### src/hw/rtl/pvps_pkg.sv
package pvps_pkg;

  localparam int ATAN_BITS = 32;
  localparam int MAX_STEPS = 24;
  localparam int MAX_FACTOR = 4;
  localparam int FACT_BITS = 3;
  localparam int DATA_BITS = 32;
  localparam int CW = 68;
  localparam logic [31:0] GAIN_Q31 = 32'h4DBA76D4;

  function automatic logic [31:0] atan_lut(input logic [4:0] k);
    logic [31:0] v;
    case (k)
      5'd0: v = 32'h20000000;
      5'd1: v = 32'h12E4051E;
      5'd2: v = 32'h09FB385B;
      5'd3: v = 32'h051111D4;
      5'd4: v = 32'h028B0D43;
      5'd5: v = 32'h0145D7E1;
      5'd6: v = 32'h00A2F61E;
      5'd7: v = 32'h00517C55;
      5'd8: v = 32'h0028BE53;
      5'd9: v = 32'h00145F2F;
      5'd10: v = 32'h000A2F98;
      5'd11: v = 32'h000517CC;
      5'd12: v = 32'h00028BE6;
      5'd13: v = 32'h000145F3;
      5'd14: v = 32'h0000A2FA;
      5'd15: v = 32'h0000517D;
      5'd16: v = 32'h000028BE;
      5'd17: v = 32'h0000145F;
      5'd18: v = 32'h00000A30;
      5'd19: v = 32'h00000518;
      5'd20: v = 32'h0000028C;
      5'd21: v = 32'h00000146;
      5'd22: v = 32'h000000A3;
      5'd23: v = 32'h00000051;
      default: v = 32'h0;
    endcase
    return v;
  endfunction

  function automatic logic signed [CW-1:0] sat32(input logic signed [CW-1:0] v);
    logic signed [CW-1:0] r;
    if (v > $signed({{(CW-32){1'b0}}, 32'h7FFFFFFF})) r = {{(CW-32){1'b0}}, 32'h7FFFFFFF};
    else if (v < $signed({{(CW-32){1'b1}}, 32'h80000000})) r = {{(CW-32){1'b1}}, 32'h80000000};
    else r = v;
    return r;
  endfunction

endpackage

### src/hw/rtl/pvps_emit.sv
module pvps_emit #(
  parameter int NB = 8
) (
  input  logic clk,
  input  logic rst_n,
  input  logic push,
  input  logic signed [31:0] re_i,
  input  logic signed [31:0] im_i,
  input  logic [$clog2(NB)-1:0] bin_i,
  input  logic [pvps_pkg::FACT_BITS-1:0] f_i,
  output logic [2:0] used_o,
  output logic out_valid,
  input  logic out_ready,
  output logic [2:0] out_index,
  output logic signed [31:0] out_real,
  output logic signed [31:0] out_imag,
  output logic run_last
);
  localparam int IB = $clog2(NB);
  localparam int QD = 4;
  logic signed [31:0] qre [QD];
  logic signed [31:0] qim [QD];
  logic [IB-1:0] qbin [QD];
  logic [pvps_pkg::FACT_BITS-1:0] qf [QD];
  logic [1:0] wp_r, rp_r;
  logic [2:0] cnt_r, cnt_nxt;
  logic [pvps_pkg::FACT_BITS-1:0] sub_r, sub_nxt;
  logic pop, done;
  logic [IB+2:0] cur;
  logic [IB+2:0] nxt_bin;

  assign out_valid = cnt_r != 0;
  assign cur = (IB+3)'(qbin[rp_r]) + (IB+3)'(sub_r);
  assign nxt_bin = cur + 1'b1;
  // A run ends at the pitch factor or at the frame edge.
  assign done = (32'(sub_r) + 1 >= 32'(qf[rp_r])) || (32'(nxt_bin) >= NB);
  assign pop = out_valid && out_ready && done;
  assign out_index = 3'(cur);
  assign out_real = (sub_r == 0) ? qre[rp_r] : '0;
  assign out_imag = (sub_r == 0) ? qim[rp_r] : '0;
  assign run_last = done;
  assign used_o = cnt_r;
  assign cnt_nxt = cnt_r + 3'(push) - 3'(pop);
  assign sub_nxt = (out_valid && out_ready) ? (done ? '0 : sub_r + 1'b1) : sub_r;

  always_ff @(posedge clk) begin
    if (!rst_n) begin
      wp_r <= '0;
      rp_r <= '0;
      cnt_r <= '0;
      sub_r <= '0;
    end else begin
      if (push) wp_r <= wp_r + 1'b1;
      if (pop) rp_r <= rp_r + 1'b1;
      cnt_r <= cnt_nxt;
      sub_r <= sub_nxt;
    end
  end
  always_ff @(posedge clk) begin
    if (push) begin
      qre[wp_r] <= re_i;
      qim[wp_r] <= im_i;
      qbin[wp_r] <= bin_i;
      qf[wp_r] <= f_i;
    end
  end
endmodule

### config.mk
export PLATFORM = sky130hd
export DESIGN_NAME = pvps_emit
export DESIGN_NICKNAME = d
export VERILOG_FILES = /design/src/hw/rtl/pvps_pkg.sv /design/src/hw/rtl/pvps_emit.sv
export SDC_FILE = /design/constraint.sdc
export NUM_CORES = 1
export LEC_CHECK = 0
export ABC_AREA = 1
export BUFFER_PORTS_ARGS = -buffer_cell sky130_fd_sc_hd__buf_2
export CAP_MARGIN = 25
export CORE_MARGIN = 8
export CORE_UTILIZATION = 50
export CTS_BUF_LIST = sky130_fd_sc_hd__clkbuf_8 sky130_fd_sc_hd__clkbuf_16
export CTS_CLUSTER_SIZE = 25
export DETAILED_ROUTE_END_ITERATION = 16
export PLACE_DENSITY = 0.75
export SYNTH_ARGS = -nofsm -noshare
export SYNTH_HDL_FRONTEND = slang
export SYNTH_SLANG_ARGS = --single-unit
### constraint.sdc
create_clock -name clk -period 3.2 [get_ports clk]
set_input_delay 0.16 -clock clk [delete_from_list [all_inputs] [get_ports clk]]
set_output_delay 0.16 -clock clk [all_outputs]
set_load 0.05 [all_outputs]
==> qor.csv <==
metric,value,unit
ant_nets,0,
fp-row-count,55,
synth_edf_count,280,
portBuffers,145,
slew_headroom,43.1,%
drv_cap,0,
cp.arrival,3.51,ns
max_freq,0.325,GHz
area_delta_synth_final,23.4,%
power.leakage,5.38,nW
yosysWarnings,0,
synth-compound-area-share,9.61,%
cts_made_buffers,29,
setup_viol,0,
crit_top_cell,inv_2,
worstHoldStart,re_i[14],
design_area,0.0143,mm²
synthAdderAreaFrac,1.85,%
synth-seq-cells,292,
hold_path_depth,2,
num_io_pins,146,
cp_max_fo,6,
wl_per_cell,18.2,µm
fin_setup_tns,0,ns
clock-root-buffer,clkbuf_16,
yosysUniqueCellTypes,23,
dieArea,0.0284,mm²
hold_path_class,input port to register,
whs,0.372,ns
synthMuxAreaShare,0,%
antenna_found_initial,1,
startpoint_type,register,
grt_pass1_vias,7784,
first_pass_iters,5,
grt_max_degree,73,
cp_cell_sequence,"inv_8, nor2_1, o22ai_2, ha_2, inv_2, fa_2, nor2_2, nand2_2, nand3_4, nand2_4, inv_2, ha_4, inv_2, ha_4, inv_2, fa_2, xor2_2, o21ai_1, a21oi_1",
netlist_area,0.0116,mm²
cts_tree,yes,
syn-instance-count,918,
hpwl,13700,µm
setup_ws,0.122,ns
reg2reg_slack,0.12,ns
slew_viol_final,0,
path_class,register to register,
tightest_slew,0.854,ns
post-route-min-period,3.08,ns
die_height,168,µm
async_flop_share,0,%
post-synth-top-area-fraction,72.4,%
synth_xor_area_share,0.302,%
yosys.area_share.simple,10.0,%
place_congestion,0.748,
grt_usage,17.7,%
diodes,0,
die_w,168,µm
min_to,qre[0][14],
synth_top_family_by_area,simple AND/OR/NAND/NOR gates,
cp.required,3.63,ns
grt_pass1_wl,40100,µm
clkLatencyLatePin,0.53,ns
viasPerCell,5.37,
ys_seq_area_share,74.4,%
r2r-end,used_o[2],
hold_viol,0,
synth_fp_nets,1008,
fin_util,63.1,%
path_clk_slew,0.06,ns
via_count,7737,
yosysTopAreaCell,edfxtp_1,
pre_cts_ws,0.0223,ns
cts_max_path_buffers,3,
slowest_delay,0.54,ns
cts_max_level,1,
yosys-top-cells-area,"edfxtp_1 (72%), nor2_1 (8.8%), o21ai_0 (6.0%)",
worst_path_max_delay_cell,fa_2,
power.density,878,mW/mm²
initial_core_util,51.2,%
rr_worst_depth,19,
ys.flop_type,edfxtp_1,
layout-drive-gt1-share,20.2,%
dpl_cell_area,0.0126,mm²
wirelength,26300,µm
crit_path_end_kind,register,
drcViolationCount,0,
syn_area_per_cell,12.7,µm²
run_status,finished clean,
finalClockSkew,0.00570,ns
fp.coreArea,0.0227,mm²
min_period_over_period,96.2,%
ir_drop,0.000686,V
grt.overflow.total,0,
cts_sinks,292,
drtIter0Drc,652,
layout.nets,1225,
critical path, delay by kind of cell (launching register included):
kind	cells	cell delay, ns
AOI/OAI and AO/OA	3	0.37
xor gates and xnor gates	1	0.16
adders and majority gates	5	1.45
buffers and inverters	5	0.24
DFF	1	0.38
and+or+nand+nor	5	0.35
flip-flops by register name (all words and copies together) (netlist names), named ones only:
name / count
rp_r: 2
qbin: 12
qre: 128
used_o: 3
sub_r: 3
wp_r: 2
qim: 128
qf: 12
final cells by class:
| cell class | count | area (µm²) |
|---|---|---|
| fillers | 1631 | 8370 |
| inverters | 28 | 118 |
| multi-input cells | 546 | 2630 |
| repair buffers | 238 | 1680 |
| clock inverters | 21 | 145 |
| well taps | 285 | 357 |
| clock buffers | 31 | 753 |
| flip-flops and latches | 292 | 8660 |
cell families after synthesis:
kind of cell,Yosys count
AO/OA/AOI/OAI,218
XOR/XNOR,4
adder cells (fa/ha/maj),16
buffers and inverters,80
flip-flops,292
AND/OR/NAND/NOR,308
synth_stat cells (all sizes together) (2+ instances only):
cell,n
nor2,272
clkbuf,20
xor2,3
a32o,2
ha,14
a21oi,73
edfxtp,280
dfxtp,12
nand2,33
nand3,3
fa,2
o22ai,3
buf,32
o21ai,139
inv,28
per-stage QoR:
stage / cells / total power (W)
3_5_place_dp: 1311 / 0.00933
4_1_cts: 1436 / 0.0126
6_report: 1441 / 0.0126
2_1_floorplan: 918 / 0.00817
5_1_grt: 1441 / 0.0131
3_3_place_gp: 1311 / 0.00928
per-layer routing:
metal | routed length (µm) | GRT usage (%)
met5 | 13 | 0
met4 | 476 | 5.75
met3 | 1890 | 3.41
met2 | 13400 | 31.5
met1 | 10500 | 21.5
where the power goes:
group,internal [W],switching (W),total [W]
sequential,0.00439,0.0000795,0.00447
combinational,0.00114,0.00380,0.00493
clock,0.00184,0.00134,0.00318
cell usage in the layout, fill, tap and decap left out, types with 5 or more instances in the layout:
cell	count
dfxtp_1	10
buf_2	145
o21ai_0	136
clkbuf_16	29
nand2_1	30
nor2_1	271
inv_2	6
inv_1	25
clkinv_1	5
clkinv_2	8
a21oi_1	73
buf_4	13
buf_12	5
edfxtp_1	280
dlygate4sd3_1	73
ha_1	11
how the worst max path moves through the flow:
stage / endpoint / slack [ns] / cells past startpoint
floorplan: used_o[2] / -0.41 / 21
global placement: used_o[2] / 0.09 / 19
detailed placement: used_o[2] / 0.02 / 19
CTS: used_o[2] / 0.01 / 19
global route: used_o[2] / -0.03 / 19
finish: used_o[2] / 0.12 / 19
what timing repair did:
| action | CTS | global route |
|---|---|---|
| resized for setup | 0 | 13 |
| buffers inserted | 0 | 5 |
| hold buffers | 73 | 0 |
| endpoints found under the setup margin | 0 | 2 |
| hold endpoints to repair | 292 | 0 |
(Power assumes the default switching activity.)
